### src/rtl/sptl_ram.sv
module sptl_ram #(
    parameter int WIDTH = 8,
    parameter int DEPTH = 16
) (
    input  logic                     i_clk,
    input  logic                     i_we,
    input  logic [$clog2(DEPTH)-1:0] i_waddr,
    input  logic [WIDTH-1:0]         i_wdata,
    input  logic [$clog2(DEPTH)-1:0] i_raddr,
    output logic [WIDTH-1:0]         o_rdata
);

    logic [WIDTH-1:0] r_mem [DEPTH];
    logic [WIDTH-1:0] r_rdata;

    // One write port and one registered read port.
    always_ff @(posedge i_clk) begin
        if (i_we) begin
            r_mem[i_waddr] <= i_wdata;
        end
        r_rdata <= r_mem[i_raddr];
    end

    assign o_rdata = r_rdata;

endmodule

### config.mk
export PLATFORM = sky130hd
export DESIGN_NAME = sptl_ram
export DESIGN_NICKNAME = d
export VERILOG_FILES = /design/src/rtl/sptl_ram.sv
export SDC_FILE = /design/constraint.sdc
export NUM_CORES = 1
export LEC_CHECK = 0
export BUFFER_PORTS_ARGS = -buffer_cell sky130_fd_sc_hd__buf_4
export CORE_ASPECT_RATIO = 2
export CORE_MARGIN = 2
export CORE_UTILIZATION = 50
export DETAILED_ROUTE_END_ITERATION = 8
export PLACE_DENSITY = 0.63
export SYNTH_ARGS = -nofsm -noshare
export SYNTH_HDL_FRONTEND = slang
export SYNTH_SLANG_ARGS = --single-unit
### constraint.sdc
create_clock -name i_clk -period 3.3 [get_ports i_clk]
set_clock_uncertainty 0.1 [all_clocks]
set_input_delay 0.165 -clock i_clk [delete_from_list [all_inputs] [get_ports i_clk]]
set_output_delay 0.165 -clock i_clk [all_outputs]
set_load 0.005 [all_outputs]
* Word level (Yosys, flattened, before mapping) *
Memory sizes are Yosys's and may differ from the RTL's. A register that Yosys moved wholly into a read port is not among the register bits.
Cells that the tools add are included.

word-level totals
  bits in writable memories = 128
  memories kept = 1
  flip-flop bits (word level) = 0

memory list
  name   words  width  read ports  clocked after Yosys merged registers in  wr ports  line  RTL
  r_mem  16     8      1           1                                        1         13    logic [WIDTH-1:0] r_mem [DEPTH];

cells by class
  muxes and demuxes = 2

operators with widths
  cell     count
  $mux W1  2

* Longest topological paths before layout *
  word-level depth = 2
  mapped depth = 5
  mapped depth without buffers = 3

* Least setup slack after synthesis *
Ideal clock, no wire load.

  path kind = input-to-reg
  start = input i_waddr[2]
  end = memory r_mem[0][0], enable pin
  arrival = 1275 ps
  buffers on the path = 0
  slack = 1542 ps
  data required time = 2817 ps
  stages = 2
  cells stage by stage = or3b_2 -> nor3_1

RTL lines
  item                line  RTL
  start: declaration  7     input logic [$clog2(DEPTH)-1:0] i_waddr,
  end: declaration    13

No word-level cell before the write port.

* Worst setup path in the final report *
  start = input i_waddr[2]
  end = memory r_mem[2][3], enable pin

No word-level cell before the write port.

==> results.tsv <==
stage	metric	value	unit
outcome	status	finished clean	
power_and_ir_drop	pwr-share-comb	4.3	%
placement	dp_slack	1.327	ns
final_layout	utilization	61.58	%
power_and_ir_drop	p_seq_share	45.4	%
timing	timing.hold.ws	0.1726	ns
logic_synthesis	syn_nets	247	
grt	antenna_found_initial	0	
clocking	htreeDepth	4	
logic_synthesis	synth_area	5147	um2
die	num_io_pins	26	
timing	min_period	1.500	ns
timing	tightestPinTransition	0.9864	ns
clocking	clock_latency	0.41	ns
clocking	clk_pin_slew_worst_paths	0.06	ns
placement	place.gp.congestion	0.7535	
drt	drc	0	
final_layout	final_common_cell	edfxtp_1	
final_layout	num-fill-cells	704	
drt	firstDrtPassIters	4	
timing	maxSlewViolCount	0	
clocking	root_buffer	clkbuf_16	
logic_synthesis	synth_top_area_share	74.67	%
die	die_x	75.75	um
logic_synthesis	avgSynthCellArea	22.48	um2
timing	finalCritPeriodShare	45.46	%
logic_synthesis	yosys_warnings	0	
die	start_util	51.04	%
worst_setup_path	end_kind	flop	
power_and_ir_drop	p_sw_share	18.06	%
timing	setup_slack	1.800	ns
logic_synthesis	synth_cell_types	19	
clocking	cts_buffers	17	
power_and_ir_drop	max-vdd-ir-drop	0.4584	mV
clocking	cts_tree	built	
timing	fmax	666.6	MHz
power_and_ir_drop	p_switching	772.4	uW
worst_setup_path	critPathMaxFanout	8	
min_path	min_path_type	in -> reg	
logic_synthesis	yosys.area.top_type	edfxtp_1	
worst_setup_path	cp-start-kind	input pin	
worst_setup_path	crit_type	in -> reg	
logic_synthesis	synth_cells	229	
timing	rsz0062_at_grt	no	
power_and_ir_drop	p_leak	2.098	nW
final_layout	drive_above_1_share	26.74	%
worst_setup_path	cp.arrival	1.44	ns
grt	grt_overflow	0	
placement	portBuffers	25	
power_and_ir_drop	p_int	3.505	mW
logic_synthesis	ys_top_cells_by_area	edfxtp_1 75%, mux4_2 7.9%, mux4_1 7.1%, dfxtp_1 3.1%, a22oi_1 2.3%	
logic_synthesis	synth_seq_area_share	77.78	%
final_layout	antennaDiodeCount	0	
timing	slew_headroom	34.00	%
timing	setup_viol	0	
drt	vias_per_cell	5.518	
grt	grt_pass1_vias	2530	
drt	dr_total_vias	2334	
grt	track_usage	18.87	%
logic_synthesis	synth-seq-cells	136	
power_and_ir_drop	pwr-share-clk	50.3	%
grt	grt_max_degree	33	
placement	dpl.hpwl	6063	um
clocking	cts_resized	0	
timing	setup_tns	0	ns
final_layout	layout_common_cells	128 x edfxtp_1, 29 x buf_4, 18 x mux4_2, 17 x clkbuf_16, 16 x a22oi_1	
die	core_area	10080	um2
grt	grt_pass1_wl	14270	um
drt	wl_per_cell	22.08	um
drt	drtIter0Drc	125	
clocking	clock-sinks	136	
timing	hold_viol	0	
final_layout	fin_nets	293	
job	cap_violations	0	
die	die_area	11170	um2
die	fp.dieH	147.5	um
final_layout	syn2layout_area_growth	20.64	%
worst_setup_path	cp.required	3.24	ns
power_and_ir_drop	power.density	688.8	nW/um2
die	rows	52	
clocking	cts_buffer_depth	2	
drt	wl	9341	um
drt	ant_nets	0	
-- what timing repair did --
| action | in CTS | in global routing |
|---|---|---|
| hold buffers | 8 | 0 |
| hold endpoints to repair | 128 | 0 |
| buffers inserted | 0 | 0 |
-- power groups by stage --
stage | Combinational, mW | Sequential, mW | Clock [mW]
final | 0.182 | 1.94 | 2.15
after global routing | 0.200 | 1.94 | 2.26
after CTS | 0.187 | 1.94 | 2.19
after detailed placement | 0.179 | 1.98 | 0
after global placement | 0.175 | 1.98 | 0
after floorplan | 0.0980 | 1.98 | 0
-- sequential cells by signal, indices dropped and copies added (netlist names) --
register  cells
o_rdata       8
r_mem       128
-- layout make-up --
class | instances | area (um2) | area share, %
sequential | 136 | 4004 | 64.48
multi-input combinational | 83 | 1057 | 17.03
clock buffer | 18 | 429.2 | 6.911
timing repair buffer | 37 | 297.8 | 4.795
clock inverter | 14 | 252.7 | 4.070
tap | 135 | 168.9 | 2.720
-- layer usage --
metal  share of wire (%)  routed length (um)  up-vias  global-route usage [%]
met5                   0                   0        -                       0
met4                 2.4                 226        0                   8.333
met3                 2.5                 236       12                   5.590
met2                  57                5332       51                   32.24
met1                  38                3546     1203                   20.94
li1                    -                   -     1068                       -
-- worst max-delay path, stage by stage --
cell	delay [ns]
buf_4	0.12
or3b_2	0.51
nor2_1	0.64
-- logic make-up (layout without fill, tap and decap cells) --
group	after synthesis	after routing	share of synthesized area [%]
mux	32	32	15.02
compound gates	16	16	2.334
flops	136	136	77.78
simple gates	35	35	3.184
buf+inv	10	69	1.677
-- through the flow --
stage | area, um2 | total power, mW | cells
3_3_place_gp | 5448 | 2.152 | 383
4_1_cts | 6210 | 4.322 | 423
5_1_grt | 6210 | 4.407 | 423
6_report | 6210 | 4.277 | 423
2_1_floorplan | 5147 | 2.074 | 229
3_5_place_dp | 5448 | 2.157 | 383
-- Yosys cell counts --
library cell and count:
edfxtp_1 128, mux4_2 18, a22oi_1 16, mux4_1 14
nor2_1 13, nand2_1 9, dfxtp_1 8, nor3_1 4
buf_2 3, buf_6 3, clkdlybuf4s25_2 3, nand2b_1 2
nand3b_1 2, and2_1 1, and2b_1 1, buf_4 1
nand3_1 1, nor2b_1 1, or3b_2 1
-- final timing paths --
check | from | endpoint | slack (ns) | cells after the start
setup / recovery | i_waddr[2] | r_mem[2][3]$_DFFE_PP_ | 1.80 | 3
hold / removal | i_waddr[0] | r_mem[8][4]$_DFFE_PP_ | 0.17 | 3
setup reg to reg | r_mem[9][1]$_DFFE_PP_ | o_rdata[1]$_DFF_P_ | 1.88 | 3
hold reg to reg | r_mem[7][3]$_DFFE_PP_ | o_rdata[3]$_DFF_P_ | 0.58 | 3
(Power assumes the default switching activity.)
