==> src/rtl/sptl_pkg.sv <==
package sptl_pkg;

    // Table geometry and field widths.
    localparam int TableDepth = 4096;
    localparam int GlyphBits  = 16;
    localparam int AdvBits    = 16;
    localparam int IdxBits    = $clog2(TableDepth);
    localparam int CntBits    = $clog2(TableDepth + 1);
    localparam int EntryBits  = 2 * GlyphBits + AdvBits;

    // Transaction kinds.
    typedef logic [1:0] t_kind;
    localparam t_kind KindLoad  = 2'd0;
    localparam t_kind KindQuery = 2'd1;
    localparam t_kind KindClear = 2'd2;

    // Search sequencer states.
    typedef enum logic [1:0] {
        S_IDLE,
        S_STEP,
        S_FINAL
    } t_state;

    // Query request from the front end to the search sequencer.
    typedef struct packed {
        logic                 valid;
        logic [GlyphBits-1:0] first;
        logic [GlyphBits-1:0] second;
    } t_search_req;

    // Query response from the search sequencer.
    typedef struct packed {
        logic               valid;
        logic [AdvBits-1:0] advance;
        logic               found;
    } t_search_rsp;

endpackage

==> src/rtl/sptl_search.sv <==
module sptl_search
    import sptl_pkg::*;
(
    input  logic                 i_clk,
    input  logic                 i_rst_n,
    input  t_search_req          i_req,
    input  logic [CntBits-1:0]   i_count,
    input  logic [EntryBits-1:0] i_rdata,
    output logic [IdxBits-1:0]   o_raddr,
    output logic                 o_busy,
    output t_search_rsp          o_rsp
);

    t_state               r_state, n_state;
    logic [CntBits-1:0]   r_lo, n_lo;
    logic [CntBits-1:0]   r_span, n_span;
    logic [CntBits-1:0]   r_mid, n_mid;
    logic [GlyphBits-1:0] r_key_first, n_key_first;
    logic [GlyphBits-1:0] r_key_second, n_key_second;
    logic                 r_rsp_valid, n_rsp_valid;
    logic [AdvBits-1:0]   r_rsp_adv, n_rsp_adv;
    logic                 r_rsp_found, n_rsp_found;

    logic [GlyphBits-1:0] ent_first;
    logic [GlyphBits-1:0] ent_second;
    logic [AdvBits-1:0]   ent_adv;
    logic                 ent_less;
    logic                 ent_equal;
    logic [CntBits-1:0]   half;
    logic [CntBits-1:0]   cand_lo;
    logic [CntBits-1:0]   cand_span;
    logic [CntBits-1:0]   cand_mid;
    logic                 issue;

    // Unpack the entry returned by the memory.
    assign ent_first  = i_rdata[EntryBits-1 -: GlyphBits];
    assign ent_second = i_rdata[AdvBits +: GlyphBits];
    assign ent_adv    = i_rdata[AdvBits-1:0];

    // Lexicographic compare of the entry against the key.
    assign ent_less  = (ent_first < r_key_first) ||
                       ((ent_first == r_key_first) && (ent_second < r_key_second));
    assign ent_equal = (ent_first == r_key_first) && (ent_second == r_key_second);

    assign half     = r_span >> 1;
    assign cand_mid = cand_lo + (cand_span >> 1);

    // State register and result registers.
    always_ff @(posedge i_clk) begin
        if (!i_rst_n) begin
            r_state     <= S_IDLE;
            r_rsp_valid <= 1'b0;
        end else begin
            r_state     <= n_state;
            r_rsp_valid <= n_rsp_valid;
        end
    end

    // Search payload registers.
    always_ff @(posedge i_clk) begin
        r_lo         <= n_lo;
        r_span       <= n_span;
        r_mid        <= n_mid;
        r_key_first  <= n_key_first;
        r_key_second <= n_key_second;
        r_rsp_adv    <= n_rsp_adv;
        r_rsp_found  <= n_rsp_found;
    end

    // Next state: each step compares the returned entry and issues the next read
    // in the same cycle.
    always_comb begin
        n_state      = r_state;
        n_lo         = r_lo;
        n_span       = r_span;
        n_mid        = r_mid;
        n_key_first  = r_key_first;
        n_key_second = r_key_second;
        n_rsp_valid  = 1'b0;
        n_rsp_adv    = r_rsp_adv;
        n_rsp_found  = r_rsp_found;
        cand_lo      = r_lo;
        cand_span    = r_span;
        issue        = 1'b0;

        unique case (r_state)
            S_IDLE: begin
                if (i_req.valid) begin
                    n_key_first  = i_req.first;
                    n_key_second = i_req.second;
                    cand_lo      = '0;
                    cand_span    = i_count;
                    issue        = 1'b1;
                end
            end
            S_STEP: begin
                if (ent_less) begin
                    cand_lo   = r_mid + CntBits'(1);
                    cand_span = r_span - half - CntBits'(1);
                end else begin
                    cand_lo   = r_lo;
                    cand_span = half;
                end
                issue = 1'b1;
            end
            S_FINAL: begin
                n_rsp_valid = 1'b1;
                n_rsp_found = ent_equal;
                n_rsp_adv   = ent_equal ? ent_adv : '0;
                n_state     = S_IDLE;
            end
            default: begin
                n_state = S_IDLE;
            end
        endcase

        // Decide the next read: another probe, the landing entry, or a miss.
        if (issue) begin
            n_lo   = cand_lo;
            n_span = cand_span;
            n_mid  = cand_mid;
            if (cand_span != '0) begin
                n_state = S_STEP;
            end else if (cand_lo < i_count) begin
                n_state = S_FINAL;
            end else begin
                n_rsp_valid = 1'b1;
                n_rsp_found = 1'b0;
                n_rsp_adv   = '0;
                n_state     = S_IDLE;
            end
        end
    end

    // The landing read uses the lower bound itself; probes use the midpoint.
    assign o_raddr = (cand_span != '0) ? cand_mid[IdxBits-1:0] : cand_lo[IdxBits-1:0];
    assign o_busy  = (r_state != S_IDLE);

    assign o_rsp.valid   = r_rsp_valid;
    assign o_rsp.advance = r_rsp_adv;
    assign o_rsp.found   = r_rsp_found;

endmodule

==> config.mk <==
export PLATFORM = sky130hd
export DESIGN_NAME = sptl_search
export DESIGN_NICKNAME = d
export VERILOG_FILES = /design/src/rtl/sptl_pkg.sv /design/src/rtl/sptl_search.sv
export SDC_FILE = /design/constraint.sdc
export NUM_CORES = 1
export LEC_CHECK = 0
export BUFFER_PORTS_ARGS = -buffer_cell sky130_fd_sc_hd__buf_2
export CORE_MARGIN = 10
export CORE_UTILIZATION = 52
export CTS_BUF_LIST = sky130_fd_sc_hd__clkbuf_4 sky130_fd_sc_hd__clkbuf_8
export CTS_CLUSTER_DIAMETER = 30
export DETAILED_ROUTE_END_ITERATION = 16
export PLACE_DENSITY = 0.79
export SYNTH_ARGS = -nofsm -noshare
export SYNTH_HDL_FRONTEND = slang
export SYNTH_SLANG_ARGS = --single-unit
==> constraint.sdc <==
create_clock -name i_clk -period 6.1 [get_ports i_clk]
set_input_delay 1.22 -clock i_clk [delete_from_list [all_inputs] [get_ports i_clk]]
set_output_delay 1.22 -clock i_clk [all_outputs]
set_load 0.01 [all_outputs]
# Yosys cells after proc, flatten, opt, wreduce, memory -nomap -nowiden
# Index checks and enable logic that the tools add are counted.
word_totals:
  regBits: 91
  wordCells: 55
  out_inout_bits: 31
op_classes:
  n_reduce_logical: 8
  magnitude_cmp: 3
  eq_ne: 5
  n_mux: 26
  addsub: 4
op_table:
  columns: ["operator", "count"]
  rows:
  - ["2-to-1 mux 16 bit", 5]
  - ["2-to-1 mux 13 bit", 4]
  - ["one-hot mux 13 bit (2 select lines)", 2]
  - ["== test 16 bit", 2]
  - ["< comparator 16 bit", 2]
  - ["adder 13 x 1 -> 13 bit (second input constant)", 1]
  - ["adder 13 x 12 -> 13 bit", 1]
  - ["< comparator 13 bit", 1]
  - ["nonzero test 13 bit", 1]
  - ["subtractor 13 x 1 -> 13 bit (second input constant)", 1]
  - ["subtractor 13 x 12 -> 13 bit", 1]
  - ["2-to-1 mux 12 bit", 1]
  - ["2-to-1 mux 1 bit", 9]
  - ["2-to-1 mux 2 bit", 4]
  - ["== test 2 x 1 -> 1 bit (second input constant)", 1]
  - ["== test 2 bit (second input constant)", 1]
  - ["logical AND 1 bit", 2]
  - ["logical NOT 2 bit", 1]
  - ["!= test 2 x 1 -> 1 bit (second input constant)", 1]
  - ["one-hot mux 1 bit (2 select lines)", 1]
  - ["AND reduction 2 bit", 1]
  - ["nonzero test 2 bit", 1]
  - ["OR reduction 2 bit", 1]
  - ["logical OR 1 bit", 1]

# Longest topological paths before layout
depth:
  word_depth: 9
  depth_mapped: 24
  mapped_depth_nobuf: 20

# Worst setup path before layout
# OpenSTA, ideal clock, no wires.
synth_timing:
  kind: "input to output"
  from: "in i_rdata[39]"
  to: "out o_raddr[10]"
  t_arrival_ns: 5.314
  n_path_buf: 2
  path_stages: 21
  path_slack_ns: -0.434
  required_time_ns: 4.880
  cell_sequence: "ha_1 -> and4_1 -> nand4bb_4 -> a2111oi_4 -> and3b_1 -> buf_4 -> nor2_2 -> buf_6 -> nor2_1 -> nor2_1 -> a211oi_1 -> ha_1 -> nor2b_1 -> o21ai_0 -> a21oi_1 -> o21ai_0 -> a21boi_0 -> o21ai_0 -> a21oi_1 -> or3_1 -> a31o_2"
synth_between:
  elab_chain_len: 7
synth_rtl:
  columns: ["element", "line", "source"]
  rows:
  - ["from (decl)", "sptl_search.sv:8", "input logic [EntryBits-1:0] i_rdata,"]
  - ["parallel branches: the longest is 2 deep, another holds < comparator 16 bit", null, null]
  - ["logical OR 1 bit (*)", "sptl_search.sv:41", "assign ent_less = (ent_first < r_key_first) ||"]
  - ["2-to-1 mux 13 bit (*)", "sptl_search.sv:97", "if (ent_less) begin"]
  - ["one-hot mux 13 bit (2 select lines) (*)", "sptl_search.sv:86", "unique case (r_state)"]
  - ["via cand_lo[2]", "sptl_search.sv:30", "logic [CntBits-1:0] cand_lo;"]
  - ["adder 13 x 12 -> 13 bit (*)", "sptl_search.sv:46", "assign cand_mid = cand_lo + (cand_span >> 1);"]
  - ["2-to-1 mux 12 bit (*)", "sptl_search.sv:136", "assign o_raddr = (cand_span != '0) ? cand_mid[IdxBits-1:0] : cand_lo[IdxBits-1:0];"]
  - ["to (decl)", "sptl_search.sv:9", "output logic [IdxBits-1:0] o_raddr,"]
# Mark *: on every way through the listed nets, which the timed path passes.

# Worst setup path in the final report
layout_timing:
  from: "in i_rdata[30]"
  to: "out o_raddr[9]"
layout_between:
  elab_chain_len: 7
layout_rtl:
  columns: ["element", "line", "source"]
  rows:
  - ["< comparator 16 bit", "sptl_search.sv:42", "((ent_first == r_key_first) && (ent_second < r_key_second));"]
  - ["logical AND 1 bit", "sptl_search.sv:42", null]
  - ["logical OR 1 bit", "sptl_search.sv:41", null]
  - ["2-to-1 mux 13 bit", "sptl_search.sv:97", null]
  - ["one-hot mux 13 bit (2 select lines)", "sptl_search.sv:86", null]
  - ["via cand_lo[2]", "sptl_search.sv:30", null]
  - ["adder 13 x 12 -> 13 bit", "sptl_search.sv:46", null]
  - ["via cand_mid[9]", "sptl_search.sv:32", "logic [CntBits-1:0] cand_mid;"]
  - ["2-to-1 mux 12 bit", "sptl_search.sv:136", null]
# The timed path passes the listed nets, and every way through them passes these cells.

==> results.yml <==
worst_setup_path:
  critPathRequiredTime_ns: 4.88
  path_class: "in -> out"
  arrival_ns: 5.21
  cp-start-kind: "input pin"
  critPathCaptureType: "primary output"
  crit_fanout: 4
logic_synthesis:
  synth-edff-count: 71
  async_reset_ff_share_pct: 0
  syn_nets: 764
  synth_seq_area_share_pct: 41.7
  syn-cell-area_um2: 6080
  synthCells: 597
  ys_types: 67
  ys_warn_count: 0
  ys.flop_type: "edfxtp_1"
  avgSynthCellArea_um2: 10.2
  synth-seq-cells: 91
clocking:
  numCtsBuffers: 9
  h-tree-depth: 3
  cts_buffer_depth: 2
  insertion_delay_ns: 0.39
  hold_buffers: 0
  cts-root-buf: "clkbuf_8"
  cts_tree: "built"
  cts_sinks: 91
  clk_pin_slew_ns: 0.09
sta:
  timing.final.ws_setup_ns: -0.332
  slew_viol_final: 0
  min_period_over_period_pct: 105
  max_freq_ghz: 0.155
  period_needed_ns: 6.43
  maxSlewHeadroom_pct: 55.4
  fin_skew_ns: 0.0159
  setup_violations: 7
  finalHoldViolCount: 0
  worst_pin_slew_ns: 0.668
  rsz0062_at_grt: "true"
  hold_slack_ns: 0.511
  setup_tns_ns: -1.48
placed_design:
  place_hpwl_mm: 13.5
  dp_cells: 910
  gp_congestion: 0.869
  portBuffers: 126
floorplan:
  start_util_pct: 53.2
  core_area_um2: 11400
  die_area_um2: 16400
  io_pins: 127
  placementRows: 39
  die_h_um: 128
  die_w_um: 128
final_layout:
  diodes: 0
  final_cells: 956
  layout_commonest_cell: "buf_2"
  layout_common_cells: "buf_2 (111), buf_4 (83), edfxtp_1 (71)"
  finalNetCount: 975
  drive_gt1_share_pct: 39.9
  fillers: 761
  area_delta_synth_final_pct: 37.8
  final_util_pct: 73.4
detailed_routing:
  drc: 0
  wl_per_cell_um: 21.0
  wl_mm: 20.0
  vias_per_cell: 5.96
  firstDrtPassIters: 5
  ant_nets: 0
  initialDrtViolationCount: 486
  num_vias: 5702
global_route:
  grt_pass1_vias: 5886
  grt_max_degree: 33
  grt_use_total_pct: 22.1
  antenna_found_initial: 0
  grt.overflow.total: 0
  grt_pass1_wl_mm: 29.2
outcome:
  status: "finished with violations"
  violations: "setup timing"
worst_hold_path:
  hp-class: "reg -> reg"
run:
  drv_cap: 0
power:
  p_per_area_nw_per_um2: 349
  leakage_nw: 3.82
  vdd_drop_max_mv: 0.364
-- power by group --
| group | leakage, nW | total [mW] | switching, mW | internal (mW) |
|---|---|---|---|---|
| Clock | 0.124 | 0.510 | 0.231 | 0.278 |
| Sequential | 0.865 | 0.882 | 0.0749 | 0.807 |
| Combinational | 2.83 | 1.53 | 0.771 | 0.763 |
-- flip-flops by register name, summed over array words and instances, names as in the netlist --
name          flops
r_key_first      16
r_key_second     16
r_lo             13
r_mid            13
r_rsp_adv        16
r_rsp_found       1
r_rsp_valid       1
r_span           13
r_state           2
-- worst max-delay path, cell delays in order --
cell and delay, ns:
buf_6 0.10, ha_4 0.22, o21ai_0 0.29, nor2_1 0.13, a2111oi_4 0.34, and3b_2 0.34, nor2_4 0.06, nor2_4 0.15
nor2_1 0.10, a211oi_2 0.27, ha_1 0.29, buf_4 0.16, a21oi_4 0.16, nand2b_4 0.16, a21oi_4 0.06, o311a_4 0.38
buf_6 0.13, nor3_4 0.18, xnor2_2 0.09, mux2_4 0.26, buf_6 0.12
-- final cells by class --
class                           instances  area [um2]  area share, %
Clock buffer                           10         131           1.57
Clock inverter                          6         113           1.34
Inverter                               70         264           3.15
Multi-Input combinational cell        422        3750           44.7
Sequential cell                        91        2530           30.2
Tap cell                              143         179           2.14
Timing Repair Buffer                  214        1410           16.9
-- cell families after synthesis --
group | Yosys count | synth area share, %
buffers and inverters | 84 | 5.72
adders and majority gates | 71 | 14.9
muxes | 16 | 3.29
xor gates and xnor gates | 28 | 4.03
DFF | 91 | 41.7
and+or+nand+nor | 151 | 12.9
AOI/OAI and AO/OA | 156 | 17.5
-- metrics by stage --
step	power (mW)	worst slack [ns]	cell area, um2
floorplan	1.68	-0.00498	6120
global placement	2.07	-0.242	7300
detailed placement	2.12	-0.354	7300
CTS	2.73	-0.182	8000
global route	3.10	-0.480	8380
finish	2.93	-0.332	8380
-- routing by layer --
layer  share of wire (%)  vias to the layer above  GRT usage [%]
met5                   0                        -              0
met4                 3.4                        0           11.4
met3                 5.7                       50           4.30
met2                  52                      258           39.0
met1                  39                     2763           24.8
li1                    -                     2631              -
-- synthesized netlist by cell type (all sizes together) (8+ instances only) --
cell	instances	share of area (%)
o21ai	30	2.5
nand2	32	2.0
edfxtp	71	35
inv	69	4.3
a22oi	25	3.1
ha	69	14
nand3	11	0.99
nand4	11	1.1
nor2	51	3.2
xor2	9	1.3
xnor2	19	2.7
nor3	8	0.66
buf	8	1.0
dfxtp	20	6.6
a21o	8	0.99
a21oi	31	2.6
and3	11	1.1
a211oi	13	1.6
mux2	11	2.5
-- repair_timing --
| item | in CTS | in global routing |
|---|---|---|
| gates cloned | 0 | 0 |
| pin swaps | 31 | 37 |
| endpoints found under the setup margin | 5 | 7 |
| gates resized for setup | 50 | 53 |
| buffers inserted | 17 | 13 |
-- worst paths after layout --
kind                        from           to  slack [ns]  depth (start not counted)
setup / recovery     i_rdata[30]   o_raddr[9]       -0.33                         21
hold reg to reg      r_rsp_found  r_rsp_found        0.51                          2
hold / removal       r_rsp_found  r_rsp_found        0.51                          2
setup reg to reg  r_key_first[7]  r_rsp_valid        0.95                         24
No activity file was read; power rests on OpenSTA's default activity.
